### config.mk
export PLATFORM = sky130hd
export DESIGN_NAME = smac_engine
export DESIGN_NICKNAME = d
export VERILOG_FILES = /design/src/hdl/smac_pkg.sv /design/src/hdl/smac_engine.sv
export VERILOG_INCLUDE_DIRS = /design/src /design/src/hdl
export SDC_FILE = /design/constraint.sdc
export NUM_CORES = 1
export LEC_CHECK = 0
export BUFFER_PORTS_ARGS = -buffer_cell sky130_fd_sc_hd__buf_2
export CAP_MARGIN = 20
export CELL_PAD_IN_SITES_DETAIL_PLACEMENT = 1
export CELL_PAD_IN_SITES_GLOBAL_PLACEMENT = 1
export CORE_ASPECT_RATIO = 1.75
export CORE_MARGIN = 2
export CORE_UTILIZATION = 49
export CTS_BUF_LIST = sky130_fd_sc_hd__clkbuf_8
export DETAILED_ROUTE_END_ITERATION = 16
export PLACE_DENSITY_LB_ADDON = 0.1
export SYNTH_ARGS = -nofsm -noshare
export SYNTH_HDL_FRONTEND = slang
export SYNTH_SLANG_ARGS = --single-unit
### constraint.sdc
create_clock -name clock -period 12.9 [get_ports clock]
set_input_delay 2.58 -clock clock [delete_from_list [all_inputs] [get_ports clock]]
set_output_delay 2.58 -clock clock [all_outputs]
set_load 0.01 [all_outputs]
### src/hdl/shadow_memory_access_checker_macros.svh
// Assertion macros shared by the shadow memory access checker RTL.
// Depends on nothing; define NO_ASSERTIONS to compile the checks out.
`ifndef SHADOW_MEMORY_ACCESS_CHECKER_MACROS_SVH
`define SHADOW_MEMORY_ACCESS_CHECKER_MACROS_SVH

`ifndef NO_ASSERTIONS

// cons must hold in the same cycle as ante
`define SMAC_ASSERT_SAME_CYCLE(label, clk, rst, ante, cons, msg) \
   label: assert property (@(posedge clk) disable iff (rst) (ante) |-> (cons)) \
      else $error(msg);

// cons must hold in the cycle after ante
`define SMAC_ASSERT_NEXT_CYCLE(label, clk, rst, ante, cons, msg) \
   label: assert property (@(posedge clk) disable iff (rst) (ante) |=> (cons)) \
      else $error(msg);

`else

`define SMAC_ASSERT_SAME_CYCLE(label, clk, rst, ante, cons, msg)

`define SMAC_ASSERT_NEXT_CYCLE(label, clk, rst, ante, cons, msg)

`endif

`endif

### src/hdl/smac_pkg.sv
// Shared types and constants of the shadow memory access checker.
// No dependencies; imported by every module of the block.
package smac_pkg;

   localparam int unsigned ADDR_W  = 64;
   localparam int unsigned LIMIT_W = 17;
   localparam int unsigned SIZE_W  = 4;
   localparam int unsigned MODE_W  = 2;
   localparam int unsigned ERR_W   = 2;
   localparam int unsigned GRAN_W  = ADDR_W - 3;
   localparam int unsigned CNT_W   = LIMIT_W - 3;
   localparam int unsigned DATA_W  = 64;
   localparam int unsigned PADDR_W = 4;

   localparam logic [7:0] MARK_REDZONE    = 8'hFA;
   localparam logic [7:0] MARK_FREED      = 8'hFD;
   localparam logic [7:0] MARK_POISON_MIN = 8'h80;
   localparam logic [7:0] MARK_OPEN       = 8'h00;

   localparam int unsigned        HEADER_BYTES = 8;
   localparam logic [LIMIT_W-1:0] HEADER_LEN   = LIMIT_W'(HEADER_BYTES);
   localparam logic [LIMIT_W-1:0] LIMIT_RESET  = 17'h10000;

   localparam logic [ERR_W-1:0] ERR_NONE           = 2'd0;
   localparam logic [ERR_W-1:0] ERR_OVERFLOW       = 2'd1;
   localparam logic [ERR_W-1:0] ERR_USE_AFTER_FREE = 2'd2;

   // register select is paddr[3]: registers sit 8 bytes apart
   localparam logic REG_HEAP_BASE  = 1'b0;
   localparam logic REG_HEAP_LIMIT = 1'b1;

   typedef enum logic [MODE_W-1:0] {
      MODE_CHECK   = 2'd0,
      MODE_ALLOC   = 2'd1,
      MODE_RELEASE = 2'd2
   } mode_type;

   typedef enum logic [1:0] {
      SEG_LEFT  = 2'd0,
      SEG_USER  = 2'd1,
      SEG_TAIL  = 2'd2,
      SEG_RIGHT = 2'd3
   } seg_type;

   typedef enum logic [3:0] {
      ST_CLEAR,
      ST_IDLE,
      ST_PREP,
      ST_DECIDE,
      ST_CHK_RD,
      ST_CHK_EV,
      ST_SETUP,
      ST_FILL,
      ST_DONE
   } state_type;

   typedef struct packed {
      logic [ADDR_W-1:0]  heap_base;
      logic [LIMIT_W-1:0] heap_limit;
   } cfg_type;

endpackage

### src/hdl/smac_engine.sv
// Sequencer of the checker: clearing pass, granule check reads, fill walks
// and the result register. Depends on smac_pkg and the assertion macros.
`include "shadow_memory_access_checker_macros.svh"

module smac_engine #(
   parameter longint unsigned HEAP_BYTES    = 65536,
   parameter int unsigned     REDZONE_BYTES = 16
) (
   input  logic                               clock,
   input  logic                               reset,
   input  smac_pkg::cfg_type                  cfg,
   input  logic                               req_valid,
   output logic                               req_ready,
   input  logic [smac_pkg::MODE_W-1:0]        req_mode,
   input  logic [smac_pkg::ADDR_W-1:0]        req_address,
   input  logic [smac_pkg::SIZE_W-1:0]        req_access_size,
   input  logic [smac_pkg::LIMIT_W-1:0]       req_length,
   output logic                               rsp_valid,
   input  logic                               rsp_ready,
   output logic                               rsp_violation,
   output logic [smac_pkg::ERR_W-1:0]         rsp_error_kind,
   output logic [smac_pkg::ADDR_W-1:0]        rsp_user_address,
   output logic                               mem_we,
   output logic [$clog2(HEAP_BYTES/8)-1:0]    mem_waddr,
   output logic [7:0]                         mem_wdata,
   output logic                               mem_re,
   output logic [$clog2(HEAP_BYTES/8)-1:0]    mem_raddr,
   input  logic [7:0]                         mem_rdata
);
   import smac_pkg::*;

   localparam longint unsigned    DEPTH        = HEAP_BYTES / 8;
   localparam int unsigned        AW           = $clog2(DEPTH);
   localparam logic [AW-1:0]      LAST_ENTRY   = AW'(DEPTH - 1);
   localparam logic [GRAN_W-1:0]  DEPTH_GRAN   = GRAN_W'(DEPTH);
   localparam logic [LIMIT_W-1:0] RZ_LEN       = LIMIT_W'(REDZONE_BYTES);
   localparam logic [ADDR_W-1:0]  RZ_ADDR      = ADDR_W'(REDZONE_BYTES);
   localparam logic [ADDR_W-1:0]  RELEASE_BACK = ADDR_W'(REDZONE_BYTES + HEADER_BYTES);

   state_type           state_ff, state_in;
   logic [AW-1:0]       clr_ff, clr_in;

   mode_type            mode_ff, mode_in;
   logic [ADDR_W-1:0]   addr_ff, addr_in;
   logic                addr_nz_ff, addr_nz_in;
   logic [SIZE_W-1:0]   size_ff, size_in;
   logic [LIMIT_W-1:0]  len_ff, len_in;

   logic [ADDR_W-1:0]   off_ff, off_in;
   logic                below_ff, below_in;

   logic [CNT_W-1:0]    chk_g_ff, chk_g_in;
   logic [CNT_W-1:0]    chk_end_ff, chk_end_in;
   logic [2:0]          last_lo_ff, last_lo_in;
   logic                rd_hit_ff, rd_hit_in;

   logic [ADDR_W-1:0]   base_ff, base_in;
   logic [GRAN_W-1:0]   gran_ff, gran_in;
   logic [CNT_W-1:0]    cnt_ff, cnt_in;
   logic [7:0]          val_ff, val_in;
   seg_type             seg_ff, seg_in;

   logic [ERR_W-1:0]    res_err_ff, res_err_in;
   logic [ADDR_W-1:0]   res_user_ff, res_user_in;

   logic                rsp_valid_ff, rsp_valid_in;
   logic [ERR_W-1:0]    rsp_err_ff, rsp_err_in;
   logic [ADDR_W-1:0]   rsp_user_ff, rsp_user_in;

   logic                accept;
   logic [LIMIT_W-1:0]  off_lo;
   logic                off_hi_zero;
   logic                chk_in_range;
   logic [LIMIT_W-1:0]  chk_last;
   logic                rel_ok;
   logic [7:0]          shadow_byte;
   logic [3:0]          reach;
   logic                chk_at_end;
   logic                chk_fail;
   logic [ERR_W-1:0]    chk_kind;
   logic [GRAN_W-1:0]   chk_gran;
   logic [LIMIT_W-1:0]  seg_len;
   logic [7:0]          seg_val;
   logic                seg_partial;
   logic [LIMIT_W-1:0]  seg_span;
   logic [CNT_W-1:0]    seg_cnt;
   logic                seg_more;
   logic                gran_hit;
   logic                rsp_load;

   assign accept      = req_valid && req_ready;
   assign off_lo      = off_ff[LIMIT_W-1:0];
   assign off_hi_zero = (off_ff[ADDR_W-1:LIMIT_W] == '0);

   // access is checked only when all of its bytes lie inside the heap window
   assign chk_in_range = (size_ff != '0) && !below_ff && off_hi_zero &&
                         (off_lo <= cfg.heap_limit) &&
                         ((cfg.heap_limit - off_lo) >= LIMIT_W'(size_ff));
   assign chk_last     = off_lo + LIMIT_W'(size_ff) - LIMIT_W'(1);

   assign rel_ok = addr_nz_ff && !below_ff && off_hi_zero &&
                   (off_lo < cfg.heap_limit) && (len_ff >= HEADER_LEN);

   assign shadow_byte = rd_hit_ff ? mem_rdata : MARK_OPEN;
   assign chk_at_end  = (chk_g_ff == chk_end_ff);
   assign reach       = chk_at_end ? ({1'b0, last_lo_ff} + 4'd1) : 4'd8;
   assign chk_gran    = GRAN_W'(chk_g_ff);

   always_comb begin
      chk_fail = 1'b0;
      chk_kind = ERR_OVERFLOW;
      if (shadow_byte == MARK_OPEN) begin
         chk_fail = 1'b0;
      end else if (shadow_byte >= MARK_POISON_MIN) begin
         chk_fail = 1'b1;
         chk_kind = (shadow_byte == MARK_FREED) ? ERR_USE_AFTER_FREE : ERR_OVERFLOW;
      end else begin
         // partial granule: only the first shadow_byte bytes are open
         chk_fail = ({4'b0, reach} > shadow_byte);
      end
   end

   // span and mark of the current fill segment
   always_comb begin
      seg_partial = 1'b0;
      seg_len     = RZ_LEN;
      seg_val     = MARK_REDZONE;
      if (mode_ff == MODE_RELEASE) begin
         seg_len = len_ff - HEADER_LEN;
         seg_val = MARK_FREED;
      end else begin
         case (seg_ff)
            SEG_LEFT: begin
               seg_len = RZ_LEN;
               seg_val = MARK_REDZONE;
            end
            SEG_USER: begin
               seg_len = {len_ff[LIMIT_W-1:3], 3'b000};
               seg_val = MARK_OPEN;
            end
            SEG_TAIL: begin
               seg_len     = LIMIT_W'(len_ff[2:0]);
               seg_val     = 8'(len_ff[2:0]);
               seg_partial = 1'b1;
            end
            SEG_RIGHT: begin
               seg_len = RZ_LEN;
               seg_val = MARK_REDZONE;
            end
            default: begin
               seg_len = RZ_LEN;
               seg_val = MARK_REDZONE;
            end
         endcase
      end
   end

   assign seg_span = LIMIT_W'(base_ff[2:0]) + seg_len;
   assign seg_cnt  = seg_partial ? CNT_W'(len_ff[2:0] != 3'b000) : seg_span[LIMIT_W-1:3];
   assign seg_more = (mode_ff == MODE_ALLOC) && (seg_ff != SEG_RIGHT);
   assign gran_hit = (gran_ff < DEPTH_GRAN);
   assign rsp_load = (state_ff == ST_DONE) && (!rsp_valid_ff || rsp_ready);

   // next state
   always_comb begin
      state_in = state_ff;
      case (state_ff)
         ST_CLEAR:  if (clr_ff == LAST_ENTRY) state_in = ST_IDLE;
         ST_IDLE:   if (accept) state_in = ST_PREP;
         ST_PREP:   state_in = ST_DECIDE;
         ST_DECIDE: begin
            case (mode_ff)
               MODE_CHECK:   state_in = chk_in_range ? ST_CHK_RD : ST_DONE;
               MODE_ALLOC:   state_in = ST_SETUP;
               MODE_RELEASE: state_in = rel_ok ? ST_SETUP : ST_DONE;
               default:      state_in = ST_DONE;
            endcase
         end
         ST_CHK_RD: state_in = ST_CHK_EV;
         ST_CHK_EV: state_in = (chk_fail || chk_at_end) ? ST_DONE : ST_CHK_RD;
         ST_SETUP:  state_in = ST_FILL;
         ST_FILL: begin
            if (cnt_ff == '0) begin
               state_in = seg_more ? ST_SETUP : ST_DONE;
            end
         end
         ST_DONE:   if (rsp_load) state_in = ST_IDLE;
         default:   state_in = ST_IDLE;
      endcase
   end

   // handshake and memory port controls
   always_comb begin
      req_ready = 1'b0;
      mem_we    = 1'b0;
      mem_waddr = clr_ff;
      mem_wdata = MARK_OPEN;
      mem_re    = 1'b0;
      mem_raddr = chk_gran[AW-1:0];
      case (state_ff)
         ST_CLEAR: mem_we = 1'b1;
         ST_IDLE:  req_ready = 1'b1;
         ST_CHK_RD: mem_re = 1'b1;
         ST_FILL: begin
            // granules past the end of the store are dropped
            mem_we    = (cnt_ff != '0) && gran_hit;
            mem_waddr = gran_ff[AW-1:0];
            mem_wdata = val_ff;
         end
         default: mem_we = 1'b0;
      endcase
   end

   // datapath
   always_comb begin
      clr_in      = clr_ff;
      mode_in     = mode_ff;
      addr_in     = addr_ff;
      addr_nz_in  = addr_nz_ff;
      size_in     = size_ff;
      len_in      = len_ff;
      off_in      = off_ff;
      below_in    = below_ff;
      chk_g_in    = chk_g_ff;
      chk_end_in  = chk_end_ff;
      last_lo_in  = last_lo_ff;
      rd_hit_in   = rd_hit_ff;
      base_in     = base_ff;
      gran_in     = gran_ff;
      cnt_in      = cnt_ff;
      val_in      = val_ff;
      seg_in      = seg_ff;
      res_err_in  = res_err_ff;
      res_user_in = res_user_ff;
      case (state_ff)
         ST_CLEAR: clr_in = clr_ff + AW'(1);
         ST_IDLE: begin
            if (accept) begin
               mode_in     = mode_type'(req_mode);
               // a release works from the block start behind the header
               addr_in     = (req_mode == MODE_RELEASE) ? (req_address - RELEASE_BACK)
                                                        : req_address;
               addr_nz_in  = (req_address != '0);
               size_in     = req_access_size;
               len_in      = req_length;
               res_err_in  = ERR_NONE;
               res_user_in = '0;
            end
         end
         ST_PREP: {below_in, off_in} = {1'b0, addr_ff} - {1'b0, cfg.heap_base};
         ST_DECIDE: begin
            chk_g_in   = off_lo[LIMIT_W-1:3];
            chk_end_in = chk_last[LIMIT_W-1:3];
            last_lo_in = chk_last[2:0];
            seg_in     = SEG_LEFT;
            base_in    = (mode_ff == MODE_RELEASE) ? (off_ff + ADDR_W'(HEADER_BYTES)) : off_ff;
            if (mode_ff == MODE_ALLOC) begin
               res_user_in = addr_ff + RZ_ADDR;
            end
         end
         ST_CHK_RD: rd_hit_in = (chk_gran < DEPTH_GRAN);
         ST_CHK_EV: begin
            if (chk_fail) begin
               res_err_in = chk_kind;
            end else if (!chk_at_end) begin
               chk_g_in = chk_g_ff + CNT_W'(1);
            end
         end
         ST_SETUP: begin
            gran_in = base_ff[ADDR_W-1:3];
            cnt_in  = seg_cnt;
            val_in  = seg_val;
            base_in = base_ff + ADDR_W'(seg_len);
         end
         ST_FILL: begin
            if (cnt_ff != '0) begin
               gran_in = gran_ff + GRAN_W'(1);
               cnt_in  = cnt_ff - CNT_W'(1);
            end else if (seg_more) begin
               seg_in = seg_type'(seg_ff + 2'd1);
            end
         end
         default: clr_in = clr_ff;
      endcase
   end

   always_comb begin
      rsp_valid_in = rsp_valid_ff;
      rsp_err_in   = rsp_err_ff;
      rsp_user_in  = rsp_user_ff;
      if (rsp_load) begin
         rsp_valid_in = 1'b1;
         rsp_err_in   = res_err_ff;
         rsp_user_in  = res_user_ff;
      end else if (rsp_ready) begin
         rsp_valid_in = 1'b0;
      end
   end

   always_ff @(posedge clock) begin
      if (reset) begin
         state_ff     <= ST_CLEAR;
         clr_ff       <= '0;
         rsp_valid_ff <= 1'b0;
      end else begin
         state_ff     <= state_in;
         clr_ff       <= clr_in;
         rsp_valid_ff <= rsp_valid_in;
      end
   end

   always_ff @(posedge clock) begin
      mode_ff     <= mode_in;
      addr_ff     <= addr_in;
      addr_nz_ff  <= addr_nz_in;
      size_ff     <= size_in;
      len_ff      <= len_in;
      off_ff      <= off_in;
      below_ff    <= below_in;
      chk_g_ff    <= chk_g_in;
      chk_end_ff  <= chk_end_in;
      last_lo_ff  <= last_lo_in;
      rd_hit_ff   <= rd_hit_in;
      base_ff     <= base_in;
      gran_ff     <= gran_in;
      cnt_ff      <= cnt_in;
      val_ff      <= val_in;
      seg_ff      <= seg_in;
      res_err_ff  <= res_err_in;
      res_user_ff <= res_user_in;
      rsp_err_ff  <= rsp_err_in;
      rsp_user_ff <= rsp_user_in;
   end

   assign rsp_valid        = rsp_valid_ff;
   assign rsp_error_kind   = rsp_err_ff;
   assign rsp_violation    = (rsp_err_ff != ERR_NONE);
   assign rsp_user_address = rsp_user_ff;

   `SMAC_ASSERT_SAME_CYCLE(a_check_no_write, clock, reset,
      (state_ff == ST_CHK_RD || state_ff == ST_CHK_EV), !mem_we,
      "shadow write during a check transaction")
   `SMAC_ASSERT_SAME_CYCLE(a_check_gran_bound, clock, reset,
      (state_ff == ST_CHK_RD), (chk_g_ff <= chk_end_ff),
      "check read past the last touched granule")
   `SMAC_ASSERT_NEXT_CYCLE(a_fill_count_down, clock, reset,
      (state_ff == ST_FILL && cnt_ff != '0), (cnt_ff == $past(cnt_ff) - CNT_W'(1)),
      "fill walk count did not step down")
   `SMAC_ASSERT_NEXT_CYCLE(a_one_in_flight, clock, reset,
      (req_valid && req_ready), !req_ready,
      "second transaction taken while one is in flight")

endmodule

After elaboration in Yosys (flattened, before gate mapping)

Index checks and enable logic that the tools add are counted.

Bits in registers: 484
Input bits: 180
Output and inout port bits: 105
Logic and storage cells: 167

Add/subtract/negate cells: 16
$lt $le $gt $ge: 8
Equality and inequality tests: 29
Multiplexer cells: 49
Reductions and logical operators: 42

Operators with widths:

| cell                                                                           | count |
|---|---|
| 64-bit 2-to-1 mux                                                              | 4 |
| 64-bit case mux with 2 select lines                                            | 2 |
| 61-bit case mux with 2 select lines                                            | 1 |
| 64-bit by 64-bit subtractor with 65-bit output                                 | 1 |
| 64-bit by 17-bit adder with 64-bit output                                      | 1 |
| 64-bit by 4-bit adder with 64-bit output, second input constant                | 1 |
| 64-bit by 5-bit adder with 64-bit output, second input constant                | 1 |
| 64-bit nonzero test                                                            | 1 |
| 64-bit by 5-bit subtractor with 64-bit output, second input constant           | 1 |
| 61-bit by 1-bit adder with 61-bit output, second input constant                | 1 |
| 61-bit by 14-bit less-than comparator with 1-bit output, second input constant | 1 |
| 61-bit 2-to-1 mux                                                              | 1 |
| 14-bit 2-to-1 mux                                                              | 4 |
| 14-bit case mux with 2 select lines                                            | 2 |
| 17-bit case mux with 3 select lines                                            | 1 |
| 47-bit zero test                                                               | 1 |
| 4-bit 2-to-1 mux                                                               | 9 |
| 4-bit case mux with 9 select lines                                             | 1 |
| 2-bit != test, second input constant                                           | 12 |
| 8-bit case mux with 3 select lines                                             | 1 |
| 17-bit by 4-bit adder with 17-bit output                                       | 1 |
| 3-bit by 17-bit adder with 17-bit output                                       | 1 |
| 17-bit by 4-bit >= comparator with 1-bit output                                | 1 |
| 17-bit by 4-bit >= comparator with 1-bit output, second input constant         | 1 |
| other kinds (45)                                                               | 93 |

Longest topological paths before layout

Depth after elaboration: 8
Mapped depth: 19
Depth with buffers taken out: 17

Worst setup path after synthesis

Ideal clock, no wire load.

Kind: input to register
From: in req_valid
To: reg res_err_ff[0], enable pin
Library setup time: 0.330 ns
Arrival time: 11.745 ns
Data required time: 12.570 ns
Path slack: 0.825 ns
Stages: 3
Path buffers: 0
Path through: inv_1 > nor4_1 > o21bai_1

Longest elaborated chain between the ends: 3

RTL lines:

| item                                 | line               | text |
|---|---|---|
| start: declaration                   | smac_engine.sv:12  | `input logic req_valid,` |
| 1-bit logical AND                    | smac_engine.sv:91  | `assign accept = req_valid && req_ready;` |
| 2-bit != test (no source line)       | --                 |  |
| 3-bit AND reduction (no source line) | --                 |  |
| end signal: assignment               | smac_engine.sv:329 | `res_err_ff <= res_err_in;` |
| end: declaration                     | smac_engine.sv:63  | `logic [ERR_W-1:0] res_err_ff, res_err_in;` |

No other way between the ends.
A chain may end at the register's enable or synchronous reset.

Worst setup path in the final report

From: reg cnt_ff[0]
To: out mem_we

Longest elaborated chain between the ends: 3

RTL lines:

| item                               | line               | text |
|---|---|---|
| start: declaration                 | smac_engine.sv:59  | `logic [CNT_W-1:0] cnt_ff, cnt_in;` |
| start signal: assignment           | smac_engine.sv:326 | `cnt_ff <= cnt_in;` |
| 14-bit nonzero test                | smac_engine.sv:206 | `mem_we = (cnt_ff != '0) && gran_hit;` |
| 1-bit logical AND                  | smac_engine.sv:206 |  |
| 1-bit case mux with 2 select lines | smac_engine.sv:200 | `case (state_ff)` |
| end: declaration                   | smac_engine.sv:23  | `output logic mem_we,` |

No other way between the ends.

==> flow_summary.yaml <==
yosys:
  ys_ff_latch: 480
  ys.flop_type: "edfxtp_1"
  syn_area_sq_um: 30530
  synth_most_common_cell: "edfxtp_1"
  yosys.area.top_type_share_pct: 45.44
  synth_nets: 3478
  synth_common_cells: "462 x edfxtp_1, 382 x nand2_1, 276 x nor2_1, 224 x xnor2_1, 190 x xor2_1"
  synthCells: 3145
  ys_top_cells_by_area: "edfxtp_1 45%, xnor2_1 6.4%, ha_1 6.1%"
  postSynthAreaPerCell_sq_um: 9.708
  netlist.top_cell.by_area: "edfxtp_1"
  synth-edff-count: 462
  yosysWarnings: 0
  async_flop_share_pct: 0
  synth_cell_type_count: 83
  ys_seq_area_share_pct: 46.62
pwr:
  p_leak_nw: 13.56
  power.sequential.fraction_pct: 52.3
  p_per_area_nw_per_um2: 94.66
  p_sw_share_pct: 23.72
  clockPowerShare_pct: 41.5
  p_int_mw: 2.470
  pwr-share-comb_pct: 6.1
  vdd_drop_max_uv: 147.1
  switchingPower_uw: 767.9
placement:
  globalplace.congestion: 0.9122
  port_buffers: 284
  hpwl_microns: 72680
  pre_cts_slack_ps: 6418
timing:
  worstMarginPinSlew_ps: 1176
  finalSetupViolCount: 0
  relSlewSlack_pct: 20.95
  finalCritPeriodShare_pct: 46.92
  fin_ws_ps: 6847
  max_freq_mhz: 165.2
  slew_violations: 0
  skew_ps: 28.16
  rsz0062_at_grt: "false"
  finalHoldViolCount: 0
  setup-tns-final_ps: 0
  fin_crit_ps: 6053
grt:
  grt_pass1_vias: 26690
  grt_pass1_wl_microns: 145000
  overflow: 0
  antenna_found_initial: 15
  grt_usage_pct: 29.03
  grt_max_degree: 107
route:
  vias: 24610
  ant_nets: 0
  wl_per_cell_microns: 21.76
  drt_iter0_drc: 1126
  drcViolationCount: 0
  wl_microns: 93160
  vias_per_cell: 5.748
  dr.pass1.iters: 5
cts:
  post_cts_buffers: 0
  insertion_delay_ps: 710
  cts.path.max_buffers: 3
  clk_pin_slew_ps: 60
  cts_tree: "built"
  htree_num_levels: 3
  cts_root_buf: "clkbuf_8"
  numCtsBuffers: 74
  hold_buffers: 0
  clock-sinks: 480
  post_cts_resized: 0
worst_setup_path:
  critPathBufInv: 2
  cpMostUsedCell: "nor3_1"
  crit_family: "simple AND/OR/NAND/NOR gates"
  endpoint_kind: "output port"
  critPathMaxFanout: 6
  slowest_delay_ps: 470
  critPathSlowestCell: "nor3_1"
  required_ps: 10320
  cp.arrival_ps: 3470
  critPathLaunchType: "flip-flop"
  path_cells: "inv_1 > ha_1 > nand2_1 > or3_1 > nor3_1 > nand2b_1 > nor3_1 > nor2_1 > a21o_1 > buf_2"
  critPathKind: "reg -> out"
finish:
  area_delta_synth_final_pct: 12.03
  drive_above_1_share_pct: 13.01
  layout.nets: 3746
die:
  fp-row-count: 121
  die_y_microns: 334.2
  die_area_sq_um: 64400
  start_util_pct: 49.31
  coreArea_sq_um: 61920
  die_width_microns: 192.7
  top_level_ports: 285
min_path:
  hp-class: "reg -> reg"
job:
  cap_violations: 0
status:
  status: "complete, no violations"
==> logic make-up (layout without fill, tap and decap cells) <==
kind of cell,Yosys count,after routing,synth area share [%]
AOI/OAI and AO/OA,540,540,10.59
xor gates and xnor gates,414,414,11.88
adders and majority gates,153,153,6.368
buffers and inverters,290,619,3.791
DFF,480,480,46.62
muxes,16,16,0.5368
other,0,8,0
and+or+nand+nor,1252,1252,20.22
==> registers in the layout, summed over array words and instances, names as in the netlist, 17 cells and up <==
signal            cells
res_user_ff          64
len_ff               17
gran_ff              61
addr_ff              64
rsp_user_address     64
base_ff              64
off_ff               64
==> placed cells by master, fill, tap and decap left out, types with 13 or more instances in the layout <==
master	n
nand3_1	101
buf_2	284
nor3_1	69
clkinv_1	24
o21bai_1	16
nor2b_1	28
a31oi_1	23
o21ai_1	25
buf_4	20
xnor2_1	224
o21ai_0	171
ha_1	149
o22ai_1	13
nand2_1	381
nand2b_1	35
nand4_1	83
a21oi_1	138
clkbuf_8	76
nor2_1	276
edfxtp_1	462
and4_1	16
and2_1	25
o21a_1	14
a21o_1	56
dfxtp_1	18
and3_1	58
mux2i_1	13
or3_1	36
nor4_1	64
xor2_1	190
inv_1	188
==> cell type report <==
class | instances | area [sq um]
timing repair buffer | 305 | 1587
sequential | 480 | 14230
clock inverter | 61 | 452.9
clock buffer | 76 | 1046
antenna | 8 | 20.02
fill | 7083 | 27720
tap | 799 | 999.7
multi-input combinational | 2375 | 15200
inverter | 177 | 664.4
==> final timing paths <==
path                            slack, ps             from                   end  cells after the start
worst max register to register       7840        len_ff[3]           base_ff[54]                     14
worst min-delay path                  410  res_user_ff[32]  rsp_user_address[32]                      0
worst min register to register        410  res_user_ff[32]  rsp_user_address[32]                      0
worst max-delay path                 6850        cnt_ff[0]                mem_we                     10
==> layer usage <==
layer	track usage, %	vias to the layer above	part of all wire, %	wire length, microns
met2	53.08	588	52	48560
li1	-	11810	-	-
met3	5.656	238	4.8	4463
met5	0	-	0.16	149
met4	13.85	24	4.8	4481
met1	31.61	11950	38	35500
==> worst reg2reg max path: cells and delay by family (launching register included) <==
kind	cells	cell delay (ps)
AO/OA/AOI/OAI	5	1760
flip-flops	1	420
adder cells (fa/ha/maj)	2	620
buffers and inverters	2	340
AND/OR/NAND/NOR	5	1780
==> metrics by stage <==
stage	instance area, sq um	util [%]	instances	hold WS, ps	power, mW
after CTS	34180	55.21	4273	403.5	3.268
after global routing	34190	55.22	4276	419.3	3.343
after global placement	32660	52.75	4134	400.9	1.918
after detailed placement	32690	52.79	4136	405.2	1.925
after floorplan	30530	-	3145	400.3	1.844
final	34200	55.24	4281	408.6	3.238
==> power by group through the flow <==
stage / registers (mW) / logic, mW / clock network, mW
after floorplan: 1.73 / 0.115 / 0
after global placement: 1.73 / 0.190 / 0
after detailed placement: 1.73 / 0.196 / 0
after CTS: 1.69 / 0.198 / 1.38
after global routing: 1.69 / 0.218 / 1.43
final: 1.69 / 0.199 / 1.34
No activity file was read; power rests on OpenSTA's default activity.
